## config.mk

```make
export PLATFORM = sky130hd
export DESIGN_NAME = gnss_sentence_field_parser_top
export DESIGN_NICKNAME = d
export VERILOG_FILES = /design/src/design/gsfp_pkg.sv /design/src/design/gnss_sentence_field_parser_top.sv /design/src/design/gsfp_speed.sv /design/src/design/gsfp_parse.sv /design/src/design/gsfp_queue.sv
export SDC_FILE = /design/constraint.sdc
export NUM_CORES = 2
export LEC_CHECK = 0
export ABC_AREA = 1
export BUFFER_PORTS_ARGS = -buffer_cell sky130_fd_sc_hd__buf_2
export CAP_MARGIN = 20
export CORE_MARGIN = 2
export CORE_UTILIZATION = 51
export DETAILED_ROUTE_END_ITERATION = 12
export PLACE_DENSITY = 0.71
export SKIP_LAST_GASP = 1
export SLEW_MARGIN = 0
export SYNTH_ARGS = -nofsm -noshare
export SYNTH_HDL_FRONTEND = slang
export SYNTH_SLANG_ARGS = --single-unit
export TNS_END_PERCENT = 10
```

## constraint.sdc

```tcl
create_clock -name clk -period 5.85 [get_ports clk]
set_input_delay 1.4625 -clock clk [delete_from_list [all_inputs] [get_ports clk]]
set_output_delay 1.4625 -clock clk [all_outputs]
set_load 0.02 [all_outputs]
```

## src/design/gsfp_pkg.sv

```systemverilog
// Shared types, constants and helpers for the GNSS sentence field parser.
// Depends on nothing; used by every module in this folder.
`timescale 1ns / 1ps

package gsfp_pkg;

  // Sizing
  localparam int BUFFER_BYTES         = 384;
  localparam int MAX_FIELD_INDEX      = 24;
  localparam int KNOT_FRACTION_DIGITS = 3;

  localparam int BYTE_W  = 8;
  localparam int FIELD_W = 5;
  localparam int KEPT_W  = $clog2(BUFFER_BYTES + 1);
  localparam int KNOTS_W = 24;
  localparam int SPEED_W = 23;
  localparam int QUAL_W  = 8;
  localparam int PHASE_W = 3;
  localparam int POW_W   = 14;

  localparam logic [KNOTS_W-1:0] KNOTS_MAX = {KNOTS_W{1'b1}};
  localparam logic [SPEED_W-1:0] SPEED_MAX = {SPEED_W{1'b1}};
  localparam logic [QUAL_W-1:0]  QUAL_MAX  = {QUAL_W{1'b1}};

  localparam int KNOT_SCALE = 10 ** KNOT_FRACTION_DIGITS;

  // knots * 1852000 / (3600 * 10^D) reduces to knots * 463 / (9 * 10^(D-1))
  localparam int SPEED_NUM = 463;
  localparam int SPEED_DEN = 9 * (10 ** (KNOT_FRACTION_DIGITS - 1));
  localparam int NUM_W     = $clog2(SPEED_NUM + 1);
  localparam int SPX_W     = KNOTS_W + NUM_W;
  localparam int DEN_L     = $clog2(SPEED_DEN);
  localparam int SPEED_SHIFT = SPX_W + DEN_L;
  localparam int RECIP_W   = SPX_W + 1;
  localparam logic [63:0] SPEED_RECIP64 =
      ((64'd1 << SPEED_SHIFT) + 64'(SPEED_DEN) - 64'd1) / 64'(SPEED_DEN);
  localparam int RLO_W     = RECIP_W / 2;
  localparam int RHI_W     = RECIP_W - RLO_W;
  localparam logic [RLO_W-1:0] SPEED_RECIP_LO = SPEED_RECIP64[RLO_W-1:0];
  localparam logic [RHI_W-1:0] SPEED_RECIP_HI = SPEED_RECIP64[RECIP_W-1:RLO_W];
  localparam int SUM_W     = SPX_W + RECIP_W;
  localparam int SPEED_LAT = 3;

  // Output queue
  localparam int QDEPTH = 4;
  localparam int QPTR_W = $clog2(QDEPTH);
  localparam int QCNT_W = $clog2(QDEPTH + 1);

  // Characters
  localparam logic [BYTE_W-1:0] CH_DOLLAR = 8'h24;
  localparam logic [BYTE_W-1:0] CH_CR     = 8'h0D;
  localparam logic [BYTE_W-1:0] CH_LF     = 8'h0A;
  localparam logic [BYTE_W-1:0] CH_STAR   = 8'h2A;
  localparam logic [BYTE_W-1:0] CH_SEMI   = 8'h3B;
  localparam logic [BYTE_W-1:0] CH_COMMA  = 8'h2C;
  localparam logic [BYTE_W-1:0] CH_ZERO   = 8'h30;
  localparam logic [BYTE_W-1:0] CH_NINE   = 8'h39;
  localparam logic [BYTE_W-1:0] CH_DOT    = 8'h2E;
  localparam logic [BYTE_W-1:0] CH_PLUS   = 8'h2B;
  localparam logic [BYTE_W-1:0] CH_MINUS  = 8'h2D;
  localparam logic [BYTE_W-1:0] CH_SPACE  = 8'h20;
  localparam logic [BYTE_W-1:0] CH_TAB    = 8'h09;
  localparam logic [BYTE_W-1:0] CH_A      = 8'h41;
  localparam logic [BYTE_W-1:0] CH_G      = 8'h47;
  localparam logic [BYTE_W-1:0] CH_H      = 8'h48;
  localparam logic [BYTE_W-1:0] CH_P      = 8'h50;
  localparam logic [BYTE_W-1:0] CH_R      = 8'h52;
  localparam logic [BYTE_W-1:0] CH_T      = 8'h54;
  localparam logic [BYTE_W-1:0] CH_V      = 8'h56;

  // Codes
  localparam logic KIND_FIELD = 1'b0;
  localparam logic KIND_END   = 1'b1;

  localparam int MATCH_GGA = 0;
  localparam int MATCH_VTG = 1;
  localparam int MATCH_HPR = 2;

  localparam logic [1:0] CODE_NONE = 2'd0;
  localparam logic [1:0] CODE_GGA  = 2'd1;
  localparam logic [1:0] CODE_VTG  = 2'd2;
  localparam logic [1:0] CODE_HPR  = 2'd3;

  localparam logic [PHASE_W-1:0] PH_LEAD  = 3'd0;
  localparam logic [PHASE_W-1:0] PH_INT   = 3'd1;
  localparam logic [PHASE_W-1:0] PH_FRAC  = 3'd2;
  localparam logic [PHASE_W-1:0] PH_DONE  = 3'd7;
  localparam logic [PHASE_W-1:0] PH_TOP   = 3'(2 + KNOT_FRACTION_DIGITS);

  localparam logic [FIELD_W-1:0] FLD_NUM   = 5'd5;

  typedef struct packed {
    logic                kind;
    logic [2:0]          match_mask;
    logic [FIELD_W-1:0]  field_number;
    logic [BYTE_W-1:0]   field_byte;
    logic [1:0]          sentence_code;
    logic [SPEED_W-1:0]  speed;
    logic [QUAL_W-1:0]   quality;
    logic                overflowed;
    logic                last;
  } gsfp_result_t;

  typedef struct packed {
    logic          valid;
    gsfp_result_t  res;
  } gsfp_push_t;

  typedef struct packed {
    logic room_one;
    logic room_two;
  } gsfp_qstat_t;

  typedef struct packed {
    logic               settled;
    logic [SPEED_W-1:0] speed;
  } gsfp_speed_t;

  function automatic logic [POW_W-1:0] pow10(input logic [PHASE_W-1:0] n);
    logic [POW_W-1:0] r;
    case (n)
      3'd0:    r = 14'd1;
      3'd1:    r = 14'd10;
      3'd2:    r = 14'd100;
      3'd3:    r = 14'd1000;
      default: r = 14'd10000;
    endcase
    return r;
  endfunction

endpackage

```

## src/design/gnss_sentence_field_parser_top.sv

```systemverilog
// GNSS sentence field parser top: input holding register, parser, speed
// pipeline and result queue. Uses gsfp_pkg and all gsfp_* modules.
// A field item passes the input holding register, then a queue register.
// Throughput: one byte per cycle while the queue has room and no end item is
// pending. The end item waits until the 3-stage speed conversion has settled.
// Reset (rst, synchronous): clears parser state and empties the queue.
`timescale 1ns / 1ps

module gnss_sentence_field_parser_top (
  input  logic                            clk,
  input  logic                            rst,
  input  logic                            rx_valid,
  output logic                            rx_stall,
  input  logic [gsfp_pkg::BYTE_W-1:0]     rx_byte,
  output logic                            res_valid,
  input  logic                            res_stall,
  output logic                            kind,
  output logic [2:0]                      match_mask,
  output logic [gsfp_pkg::FIELD_W-1:0]    field_number,
  output logic [gsfp_pkg::BYTE_W-1:0]     field_byte,
  output logic [1:0]                      sentence_code,
  output logic [gsfp_pkg::SPEED_W-1:0]    speed_mm_per_s,
  output logic [gsfp_pkg::QUAL_W-1:0]     solution_quality,
  output logic                            overflowed,
  output logic                            last
);

  logic                          hold_valid;
  logic [gsfp_pkg::BYTE_W-1:0]   hold_byte;
  logic                          take;
  logic                          rx_accept;
  logic [gsfp_pkg::KNOTS_W-1:0]  knots;
  gsfp_pkg::gsfp_speed_t         spd;
  gsfp_pkg::gsfp_qstat_t         qstat;
  gsfp_pkg::gsfp_push_t          push0;
  gsfp_pkg::gsfp_push_t          push1;
  gsfp_pkg::gsfp_result_t        res;

  assign rx_stall  = hold_valid && !take;
  assign rx_accept = rx_valid && !rx_stall;

  always_ff @(posedge clk) begin
    if (rst) begin
      hold_valid <= 1'b0;
    end else if (rx_accept) begin
      hold_valid <= 1'b1;
    end else if (take) begin
      hold_valid <= 1'b0;
    end
  end

  always_ff @(posedge clk) begin
    if (rx_accept) begin
      hold_byte <= rx_byte;
    end
  end

  gsfp_parse u_parse (
    .clk        (clk),
    .rst        (rst),
    .hold_valid (hold_valid),
    .hold_byte  (hold_byte),
    .qstat      (qstat),
    .spd        (spd),
    .take       (take),
    .knots      (knots),
    .push0      (push0),
    .push1      (push1)
  );

  gsfp_speed u_speed (
    .clk   (clk),
    .rst   (rst),
    .knots (knots),
    .info  (spd)
  );

  gsfp_queue u_queue (
    .clk       (clk),
    .rst       (rst),
    .push0     (push0),
    .push1     (push1),
    .qstat     (qstat),
    .res_valid (res_valid),
    .res_stall (res_stall),
    .res       (res)
  );

  assign kind             = res.kind;
  assign match_mask       = res.match_mask;
  assign field_number     = res.field_number;
  assign field_byte       = res.field_byte;
  assign sentence_code    = res.sentence_code;
  assign speed_mm_per_s   = res.speed;
  assign solution_quality = res.quality;
  assign overflowed       = res.overflowed;
  assign last             = res.last;

endmodule

```

## src/design/gsfp_speed.sv

```systemverilog
// Knots-to-mm/s conversion pipeline: multiply, reciprocal divide, saturate.
// Uses gsfp_pkg. Tracks whether its output reflects the current knots value.
`timescale 1ns / 1ps

module gsfp_speed (
  input  logic                          clk,
  input  logic                          rst,
  input  logic [gsfp_pkg::KNOTS_W-1:0]  knots,
  output gsfp_pkg::gsfp_speed_t         info
);

  logic [gsfp_pkg::KNOTS_W-1:0]              knots_d;
  logic [gsfp_pkg::SPX_W-1:0]                scaled;
  logic [gsfp_pkg::SPX_W+gsfp_pkg::RLO_W-1:0] pp_lo;
  logic [gsfp_pkg::SPX_W+gsfp_pkg::RHI_W-1:0] pp_hi;
  logic [gsfp_pkg::SUM_W-1:0]                sum;
  logic [gsfp_pkg::SUM_W-1:0]                quot;
  logic [gsfp_pkg::SPEED_W-1:0]              speed;
  logic [1:0]                                age;
  logic [1:0]                                age_next;

  // exact floor(scaled / DEN) for every scaled below 2^SPX_W
  assign sum  = {pp_hi, {gsfp_pkg::RLO_W{1'b0}}} + gsfp_pkg::SUM_W'(pp_lo);
  assign quot = sum >> gsfp_pkg::SPEED_SHIFT;

  always_comb begin
    if (knots != knots_d) begin
      age_next = 2'd1;
    end else if (age != 2'(gsfp_pkg::SPEED_LAT)) begin
      age_next = age + 2'd1;
    end else begin
      age_next = age;
    end
  end

  always_ff @(posedge clk) begin
    knots_d <= knots;
    scaled  <= gsfp_pkg::SPX_W'(knots) * gsfp_pkg::SPX_W'(gsfp_pkg::SPEED_NUM);
    pp_lo   <= (gsfp_pkg::SPX_W+gsfp_pkg::RLO_W)'(scaled) *
               (gsfp_pkg::SPX_W+gsfp_pkg::RLO_W)'(gsfp_pkg::SPEED_RECIP_LO);
    pp_hi   <= (gsfp_pkg::SPX_W+gsfp_pkg::RHI_W)'(scaled) *
               (gsfp_pkg::SPX_W+gsfp_pkg::RHI_W)'(gsfp_pkg::SPEED_RECIP_HI);
    if (quot > gsfp_pkg::SUM_W'(gsfp_pkg::SPEED_MAX)) begin
      speed <= gsfp_pkg::SPEED_MAX;
    end else begin
      speed <= quot[gsfp_pkg::SPEED_W-1:0];
    end
  end

  always_ff @(posedge clk) begin
    if (rst) begin
      age <= 2'd0;
    end else begin
      age <= age_next;
    end
  end

  assign info.settled = (age == 2'(gsfp_pkg::SPEED_LAT)) && (knots == knots_d);
  assign info.speed   = speed;

endmodule

```

## src/design/gsfp_parse.sv

```systemverilog
// Per-byte sentence state: keep/drop, field counting, type match, number
// parsing and result generation. Uses gsfp_pkg.
`timescale 1ns / 1ps

module gsfp_parse (
  input  logic                          clk,
  input  logic                          rst,
  input  logic                          hold_valid,
  input  logic [gsfp_pkg::BYTE_W-1:0]   hold_byte,
  input  gsfp_pkg::gsfp_qstat_t         qstat,
  input  gsfp_pkg::gsfp_speed_t         spd,
  output logic                          take,
  output logic [gsfp_pkg::KNOTS_W-1:0]  knots,
  output gsfp_pkg::gsfp_push_t          push0,
  output gsfp_pkg::gsfp_push_t          push1
);

  localparam int KSUM_W = gsfp_pkg::KNOTS_W + 5;
  localparam int QSUM_W = gsfp_pkg::QUAL_W + 4;

  logic                          collecting, collecting_next;
  logic                          seen_cr, seen_cr_next;
  logic                          seen_lf, seen_lf_next;
  logic [gsfp_pkg::KEPT_W-1:0]   kept_count, kept_count_next;
  logic [gsfp_pkg::FIELD_W-1:0]  cur_field, cur_field_next;
  logic [15:0]                   tail, tail_next;
  logic [2:0]                    type_hits, type_hits_next;
  logic [gsfp_pkg::KNOTS_W-1:0]  knots_next;
  logic [gsfp_pkg::PHASE_W-1:0]  kphase, kphase_next;
  logic [gsfp_pkg::QUAL_W-1:0]   qual, qual_next;
  logic                          qual_done, qual_done_next;
  logic                          qual_started, qual_started_next;
  logic                          overflow_seen, overflow_next;
  logic                          end_pending, end_pending_next;

  logic                          flush;
  logic                          keep;
  logic                          sep;
  logic                          digit;
  logic                          space;
  logic [3:0]                    dval;
  logic [KSUM_W-1:0]             int_sum;
  logic [KSUM_W-1:0]             frac_sum;
  logic [QSUM_W-1:0]             qsum;
  logic                          end_now;
  logic                          fld_v;
  logic                          end_v;
  gsfp_pkg::gsfp_result_t        fld_res;
  gsfp_pkg::gsfp_result_t        end_res;

  function automatic logic wanted(input logic [gsfp_pkg::FIELD_W-1:0] f,
                                  input logic [2:0] m);
    logic w;
    w = 1'b0;
    if (m[gsfp_pkg::MATCH_GGA] && ((f >= 5'd1 && f <= 5'd9) || f == 5'd13)) w = 1'b1;
    if (m[gsfp_pkg::MATCH_VTG] && (f == 5'd1 || f == 5'd5)) w = 1'b1;
    if (m[gsfp_pkg::MATCH_HPR] && (f == 5'd2 || f == 5'd3 || f == 5'd5)) w = 1'b1;
    return w;
  endfunction

  assign take  = hold_valid && !end_pending && qstat.room_two;
  assign flush = end_pending && spd.settled && qstat.room_one;

  assign digit = (hold_byte >= gsfp_pkg::CH_ZERO) && (hold_byte <= gsfp_pkg::CH_NINE);
  assign space = (hold_byte == gsfp_pkg::CH_SPACE) ||
                 ((hold_byte >= gsfp_pkg::CH_TAB) && (hold_byte <= gsfp_pkg::CH_CR));
  assign dval  = hold_byte[3:0];

  assign int_sum  = KSUM_W'(knots) * KSUM_W'(10) +
                    KSUM_W'(dval) * KSUM_W'(gsfp_pkg::KNOT_SCALE);
  // fraction digit k (phase 2+k-1) weighs 10^(D-k)
  assign frac_sum = KSUM_W'(knots) + KSUM_W'(dval) *
                    KSUM_W'(gsfp_pkg::pow10(3'(gsfp_pkg::KNOT_FRACTION_DIGITS + 1) - kphase));
  assign qsum     = QSUM_W'(qual) * QSUM_W'(10) + QSUM_W'(dval);

  always_comb begin
    collecting_next   = collecting;
    seen_cr_next      = seen_cr;
    seen_lf_next      = seen_lf;
    kept_count_next   = kept_count;
    cur_field_next    = cur_field;
    tail_next         = tail;
    type_hits_next    = type_hits;
    knots_next        = knots;
    kphase_next       = kphase;
    qual_next         = qual;
    qual_done_next    = qual_done;
    qual_started_next = qual_started;
    overflow_next     = overflow_seen;
    end_pending_next  = end_pending;
    keep              = 1'b0;
    sep               = 1'b0;
    fld_v             = 1'b0;
    end_now           = 1'b0;

    if (take) begin
      if (hold_byte == gsfp_pkg::CH_DOLLAR) begin
        keep            = 1'b1;
        collecting_next = 1'b1;
      end else if (hold_byte == gsfp_pkg::CH_CR) begin
        keep            = 1'b1;
        seen_cr_next    = 1'b1;
        collecting_next = 1'b0;
      end else if (hold_byte == gsfp_pkg::CH_LF) begin
        keep            = 1'b1;
        seen_lf_next    = 1'b1;
        collecting_next = 1'b0;
      end else begin
        keep = collecting;
      end

      if (keep) begin
        if (kept_count >= gsfp_pkg::KEPT_W'(gsfp_pkg::BUFFER_BYTES)) begin
          overflow_next = 1'b1;
        end else begin
          kept_count_next = kept_count + 1'b1;
          sep = ((hold_byte == gsfp_pkg::CH_STAR) || (hold_byte == gsfp_pkg::CH_SEMI) ||
                 (hold_byte == gsfp_pkg::CH_COMMA)) &&
                (cur_field < gsfp_pkg::FIELD_W'(gsfp_pkg::MAX_FIELD_INDEX));
          if (sep) begin
            cur_field_next = cur_field + 1'b1;
          end else begin
            if (cur_field == '0) begin
              if (tail[15:8] == gsfp_pkg::CH_G && tail[7:0] == gsfp_pkg::CH_G &&
                  hold_byte == gsfp_pkg::CH_A) begin
                type_hits_next[gsfp_pkg::MATCH_GGA] = 1'b1;
              end
              if (tail[15:8] == gsfp_pkg::CH_V && tail[7:0] == gsfp_pkg::CH_T &&
                  hold_byte == gsfp_pkg::CH_G) begin
                type_hits_next[gsfp_pkg::MATCH_VTG] = 1'b1;
              end
              if (tail[15:8] == gsfp_pkg::CH_H && tail[7:0] == gsfp_pkg::CH_P &&
                  hold_byte == gsfp_pkg::CH_R) begin
                type_hits_next[gsfp_pkg::MATCH_HPR] = 1'b1;
              end
              tail_next = {tail[7:0], hold_byte};
            end

            if (cur_field == gsfp_pkg::FLD_NUM) begin
              // speed text
              if (kphase != gsfp_pkg::PH_DONE) begin
                if (digit) begin
                  if (kphase <= gsfp_pkg::PH_INT) begin
                    knots_next  = (int_sum > KSUM_W'(gsfp_pkg::KNOTS_MAX)) ?
                                  gsfp_pkg::KNOTS_MAX : int_sum[gsfp_pkg::KNOTS_W-1:0];
                    kphase_next = gsfp_pkg::PH_INT;
                  end else if (kphase < gsfp_pkg::PH_TOP) begin
                    knots_next  = (frac_sum > KSUM_W'(gsfp_pkg::KNOTS_MAX)) ?
                                  gsfp_pkg::KNOTS_MAX : frac_sum[gsfp_pkg::KNOTS_W-1:0];
                    kphase_next = kphase + 1'b1;
                  end
                end else if (hold_byte == gsfp_pkg::CH_DOT && kphase <= gsfp_pkg::PH_INT) begin
                  kphase_next = gsfp_pkg::PH_FRAC;
                end else if (kphase == gsfp_pkg::PH_LEAD && space) begin
                  kphase_next = kphase;
                end else if (kphase == gsfp_pkg::PH_LEAD && hold_byte == gsfp_pkg::CH_PLUS) begin
                  kphase_next = gsfp_pkg::PH_INT;
                end else begin
                  if (kphase == gsfp_pkg::PH_LEAD && hold_byte == gsfp_pkg::CH_MINUS) begin
                    knots_next = '0;
                  end
                  kphase_next = gsfp_pkg::PH_DONE;
                end
              end

              // quality text
              if (!qual_done) begin
                if (digit) begin
                  qual_next = (qsum > QSUM_W'(gsfp_pkg::QUAL_MAX)) ?
                              gsfp_pkg::QUAL_MAX : qsum[gsfp_pkg::QUAL_W-1:0];
                  qual_started_next = 1'b1;
                end else if (!qual_started && space) begin
                  qual_done_next = 1'b0;
                end else if (!qual_started && hold_byte == gsfp_pkg::CH_PLUS) begin
                  qual_started_next = 1'b1;
                end else begin
                  if (!qual_started && hold_byte == gsfp_pkg::CH_MINUS) begin
                    qual_next = '0;
                  end
                  qual_done_next = 1'b1;
                end
              end
            end

            fld_v = wanted(cur_field, type_hits_next);
          end
        end
      end
      end_now = seen_cr_next && seen_lf_next;
    end

    end_v = (end_now && spd.settled) || flush;

    fld_res.kind          = gsfp_pkg::KIND_FIELD;
    fld_res.match_mask    = type_hits_next;
    fld_res.field_number  = cur_field;
    fld_res.field_byte    = hold_byte;
    fld_res.sentence_code = gsfp_pkg::CODE_NONE;
    fld_res.speed         = '0;
    fld_res.quality       = '0;
    fld_res.overflowed    = 1'b0;
    fld_res.last          = !end_now;

    end_res.kind          = gsfp_pkg::KIND_END;
    end_res.match_mask    = type_hits_next;
    end_res.field_number  = '0;
    end_res.field_byte    = '0;
    if (type_hits_next[gsfp_pkg::MATCH_HPR]) begin
      end_res.sentence_code = gsfp_pkg::CODE_HPR;
    end else if (type_hits_next[gsfp_pkg::MATCH_VTG]) begin
      end_res.sentence_code = gsfp_pkg::CODE_VTG;
    end else if (type_hits_next[gsfp_pkg::MATCH_GGA]) begin
      end_res.sentence_code = gsfp_pkg::CODE_GGA;
    end else begin
      end_res.sentence_code = gsfp_pkg::CODE_NONE;
    end
    end_res.speed      = type_hits_next[gsfp_pkg::MATCH_VTG] ? spd.speed : '0;
    end_res.quality    = type_hits_next[gsfp_pkg::MATCH_HPR] ? qual_next : '0;
    end_res.overflowed = overflow_next;
    end_res.last       = 1'b1;

    // sentence done: back to the idle state
    if (end_v) begin
      collecting_next   = 1'b0;
      seen_cr_next      = 1'b0;
      seen_lf_next      = 1'b0;
      kept_count_next   = '0;
      cur_field_next    = '0;
      tail_next         = '0;
      type_hits_next    = '0;
      knots_next        = '0;
      kphase_next       = gsfp_pkg::PH_LEAD;
      qual_next         = '0;
      qual_done_next    = 1'b0;
      qual_started_next = 1'b0;
      overflow_next     = 1'b0;
      end_pending_next  = 1'b0;
    end else if (end_now) begin
      // speed pipeline still catching up; end item follows later
      end_pending_next  = 1'b1;
    end

    push0.valid = fld_v || end_v;
    push0.res   = fld_v ? fld_res : end_res;
    push1.valid = fld_v && end_v;
    push1.res   = end_res;
  end

  always_ff @(posedge clk) begin
    if (rst) begin
      collecting    <= 1'b0;
      seen_cr       <= 1'b0;
      seen_lf       <= 1'b0;
      kept_count    <= '0;
      cur_field     <= '0;
      tail          <= '0;
      type_hits     <= '0;
      knots         <= '0;
      kphase        <= gsfp_pkg::PH_LEAD;
      qual          <= '0;
      qual_done     <= 1'b0;
      qual_started  <= 1'b0;
      overflow_seen <= 1'b0;
      end_pending   <= 1'b0;
    end else begin
      collecting    <= collecting_next;
      seen_cr       <= seen_cr_next;
      seen_lf       <= seen_lf_next;
      kept_count    <= kept_count_next;
      cur_field     <= cur_field_next;
      tail          <= tail_next;
      type_hits     <= type_hits_next;
      knots         <= knots_next;
      kphase        <= kphase_next;
      qual          <= qual_next;
      qual_done     <= qual_done_next;
      qual_started  <= qual_started_next;
      overflow_seen <= overflow_next;
      end_pending   <= end_pending_next;
    end
  end

endmodule

```

## src/design/gsfp_queue.sv

```systemverilog
// Result queue: small register FIFO taking up to two items per cycle and
// handing out one while res_stall is low. Uses gsfp_pkg.
`timescale 1ns / 1ps

module gsfp_queue (
  input  logic                    clk,
  input  logic                    rst,
  input  gsfp_pkg::gsfp_push_t    push0,
  input  gsfp_pkg::gsfp_push_t    push1,
  output gsfp_pkg::gsfp_qstat_t   qstat,
  output logic                    res_valid,
  input  logic                    res_stall,
  output gsfp_pkg::gsfp_result_t  res
);

  gsfp_pkg::gsfp_result_t       entries [gsfp_pkg::QDEPTH];
  logic [gsfp_pkg::QPTR_W-1:0]  head;
  logic [gsfp_pkg::QPTR_W-1:0]  tail;
  logic [gsfp_pkg::QCNT_W-1:0]  count;
  logic [gsfp_pkg::QCNT_W-1:0]  count_next;
  logic                         pop;

  assign res_valid = (count != '0);
  assign pop       = res_valid && !res_stall;
  assign res       = entries[head];

  assign qstat.room_one = (count <= gsfp_pkg::QCNT_W'(gsfp_pkg::QDEPTH - 1));
  assign qstat.room_two = (count <= gsfp_pkg::QCNT_W'(gsfp_pkg::QDEPTH - 2));

  assign count_next = count + gsfp_pkg::QCNT_W'(push0.valid) +
                      gsfp_pkg::QCNT_W'(push1.valid) - gsfp_pkg::QCNT_W'(pop);

  always_ff @(posedge clk) begin
    if (push0.valid) begin
      entries[tail] <= push0.res;
    end
    if (push1.valid) begin
      entries[tail + 1'b1] <= push1.res;
    end
  end

  always_ff @(posedge clk) begin
    if (rst) begin
      head  <= '0;
      tail  <= '0;
      count <= '0;
    end else begin
      if (pop) begin
        head <= head + 1'b1;
      end
      tail  <= tail + gsfp_pkg::QPTR_W'(push0.valid) + gsfp_pkg::QPTR_W'(push1.valid);
      count <= count_next;
    end
  end

endmodule

```

==> impl_metrics.ini <==
[power]
power_density_nw_per_um2 = 168
max_ir_drop_vdd_mv = 0.260
total_leakage_power_nw = 25.0
totalPowerFinal_w = 0.00807

[route]
avgRoutedWirePerCell_um = 17.7
vias = 34814
remaining_drc_errors = 0
drt_pre_antenna_iters = 7
wirelength_um = 114000
via_per_inst = 5.41
drt_iter0_markers = 2337
ant_nets = 0

[global_routing]
grt_first_pass_wirelength_um = 184000
grt_util_all_layers_pct = 25.7
grt_start_max_net_pins = 88
global_route.overflow_total = 0
grt_antenna_before_repair = 1
grt_pass1_vias = 34602

[floorplanning]
ioPinCount = 66
die_w_um = 298
die_y_um = 298
die-area_um2 = 88700
number_of_rows_in_the_core_area = 107
floorplan.core_area_um2 = 85400
initial_core_util_pct = 51.6

[synth]
synth_largest_type_area_fraction_pct = 20.0
synth.distinct_cells = 63
synthesis.instances = 5117
synthesis.area_um2 = 44000
synth_top_cells_by_area = fa_1 20%, ha_1 17%, dfxtp_1 14%
synth_edf_count = 156
syn-mean-instance-area_um2 = 8.61
postSynthNetCount = 6174
synthesis_stage_register_bit_count = 464
async_flop_share_pct = 0
synth_sequential_area_ratio_pct = 24.6
cell_taking_the_most_area_after_synthesis = fa_1
ys_warn_count = 0
dominant_synthesized_flop_cell = dfxtp_1

[placement]
placed_cell_area_um2 = 46100
hpwlAfterDp_um = 92800
gp_routability_congestion = 0.956
placement.io_buffers = 65

[timing]
setup_violations = 0
fmaxAchievable_mhz = 175
finalHoldViolations = 0
period_needed_ns = 5.72
relSlewSlack_pct = 30.5
slew_violations = 0
period_share_pct = 97.8
final.hold.worst_slack_ns = 0.453
timing.setup.tns_ns = 0
worst_slew_pin_slew_ns = 1.04
setup_repair_after_global_routing_missed_its_margin = true
fin_skew_ns = 0.0303

[clock_network]
worst_case_clock_buffer_depth = 3
numCtsBuffers = 50
post_cts_hold_buffer_count = 0
clock-sinks = 464
clkTransAtPathRegs_ns = 0.07
insertion_delay_ns = 0.62
clock_tree.root_cell = clkbuf_16
cts_tree = built
htree_levels = 2

[setup_path]
worst_ep_required_time_ns = 6.34
timing.critical_path.fanout_max = 5
worstSetupEndpointType = register
timing.critical_path.arrival_ns = 6.21
timing_worst_setup_path_type = register to register
setup.worst_path.start_class = register

[job]
drv_cap = 0

[final_layout]
area_growth_syn_to_layout_pct = 8.78
number_of_diodes = 0
final_core_util_pct = 56.1
num-nets-final = 6304
layout.cell_area.non_filler_um2 = 47900
layout-drive-gt1-share_pct = 6.16

[min_path]
holdCritPathClass = register to register

[outcome]
status = complete, no violations
-- metrics by stage --
| stage | cells | setup slack (ns) |
|---|---|---|
| floorplan | 5117 | 0.335 |
| global placement | 6337 | -0.0508 |
| detailed placement | 6339 | -0.139 |
| CTS | 6432 | 0.0115 |
| global route | 6432 | -0.0669 |
| finish | 6432 | 0.129 |
-- state kept, by name, indices dropped and copies added (netlist names), 2 cells and up, named ones only --
signal,count
u_parse.kept_count,9
hold_byte,8
u_parse.qual,8
u_parse.tail,16
u_parse.kphase,3
u_parse.knots,24
u_speed.pp_lo,32
u_queue.count,3
u_speed.knots_d,24
u_speed.speed,23
u_queue.tail,2
u_speed.age,2
u_parse.cur_field,5
u_queue.head,2
u_speed.pp_hi,50
u_queue.entries,208
u_speed.scaled,32
u_parse.type_hits,3
-- critical path, stage by stage (launching register included) --
cell	delay, ns
dfxtp_1	0.55
ha_1	0.29
inv_1	0.14
fa_1	0.52
inv_1	0.07
fa_1	0.46
fa_1	0.52
fa_1	0.58
fa_1	0.43
ha_1	0.40
a21oi_1	0.22
o21a_1	0.19
o221ai_1	0.16
a31oi_1	0.33
nand3_2	0.21
nand2_1	0.10
o211ai_1	0.13
nand2_1	0.10
nand2_1	0.07
xor2_1	0.13
-- report_power, final --
group | switching, W | leakage (nW) | internal, W | total [W]
Sequential | 0.0000321 | 3.86 | 0.00334 | 0.00337
Clock | 0.00142 | 0.866 | 0.00196 | 0.00338
Combinational | 0.000892 | 20.3 | 0.000432 | 0.00132
Total | 0.00234 | 25.0 | 0.00573 | 0.00807
-- cell type report --
class                      count  area [um^2]
multi-input combinational   3756        29700
clock buffer                  64         1380
tap                         1144         1430
fill                        7778        37500
inverter                     819         3080
timing repair buffer         156         1040
sequential                   464        10900
clock inverter                29          382
-- path summary, 6_finish.rpt --
kind                                                           from                                   to  slack (ns)  depth (start not counted)
worst max-delay path                     u_speed.scaled[21]$_DFF_P_            u_speed.pp_lo[46]$_DFF_P_        0.13                         19
worst max register to register           u_speed.scaled[21]$_DFF_P_            u_speed.pp_lo[46]$_DFF_P_        0.13                         19
worst min-delay path            u_queue.entries[1][51]$_SDFFE_PP1P_  u_queue.entries[1][51]$_SDFFE_PP1P_        0.45                          2
worst min register to register  u_queue.entries[1][51]$_SDFFE_PP1P_  u_queue.entries[1][51]$_SDFFE_PP1P_        0.45                          2
-- cells by family (layout without fill, tap and decap cells) --
group	Yosys count	after routing	share of synthesized area (%)
buffers and inverters	897	1068	8.02
AOI/OAI and AO/OA	811	811	10.3
and+or+nand+nor	1701	1701	15.9
DFF	464	464	24.6
xor gates and xnor gates	199	199	3.96
adders and majority gates	1045	1045	37.2
-- what timing repair did --
item,CTS,global route
pin swaps,0,0
setup endpoints to repair,2,42
gates resized for setup,2,26
setup buffers,0,0
hold endpoints to repair,0,0
-- cell usage in the layout (no fill, tap or decap), types with 7 or more instances in the layout --
cell / instances
a211oi_1: 15
a21o_1: 11
a21oi_1: 321
a31oi_1: 30
buf_2: 65
buf_4: 87
clkbuf_16: 50
clkbuf_8: 8
clkinv_1: 7
clkinv_2: 10
dfxtp_1: 304
edfxtp_1: 156
fa_1: 441
ha_1: 603
inv_1: 794
inv_2: 19
nand2_1: 791
nand2_2: 8
nand3_1: 149
nand3b_1: 10
nand4_1: 32
nor2_1: 596
nor2_2: 11
nor3_1: 41
nor4_1: 22
o211ai_1: 12
o21a_1: 26
o21ai_0: 273
o21ai_1: 7
o21bai_1: 8
o22ai_1: 52
o31ai_1: 9
or2_2: 10
xnor2_1: 97
xor2_1: 102
-- cells in the mapped netlist (5+ instances only) --
master	instances
nand3b_1	10
nor2_2	5
fa_1	441
o21ai_0	276
xnor2_1	97
o21ai_1	6
nor4_1	23
clkbuf_1	44
o211ai_1	12
o21bai_1	8
inv_1	795
a211oi_1	15
nor3_1	41
nand2_2	6
a21oi_1	322
nand2_4	5
buf_6	18
o31ai_1	9
edfxtp_1	156
nand3_1	152
a21boi_0	7
nand2_1	793
or2_2	10
buf_2	9
nand4_1	32
a221oi_1	6
ha_1	604
xor2_1	102
a21o_1	11
o22ai_1	52
o21a_1	26
inv_2	19
nor2_1	602
nor3b_1	6
dfxtp_1	308
o2111ai_1	5
a31oi_1	31
-- per-layer routing --
metal  vias up  track usage [%]  routed length [um]
met1     16701             35.2               50300
met5         -                0                   0
met2      1022             43.5               54600
met3       152             2.84                6550
li1      16939                -                   -
met4         0             6.19                2590
Note: power is estimated with default switching activity, not from simulation.
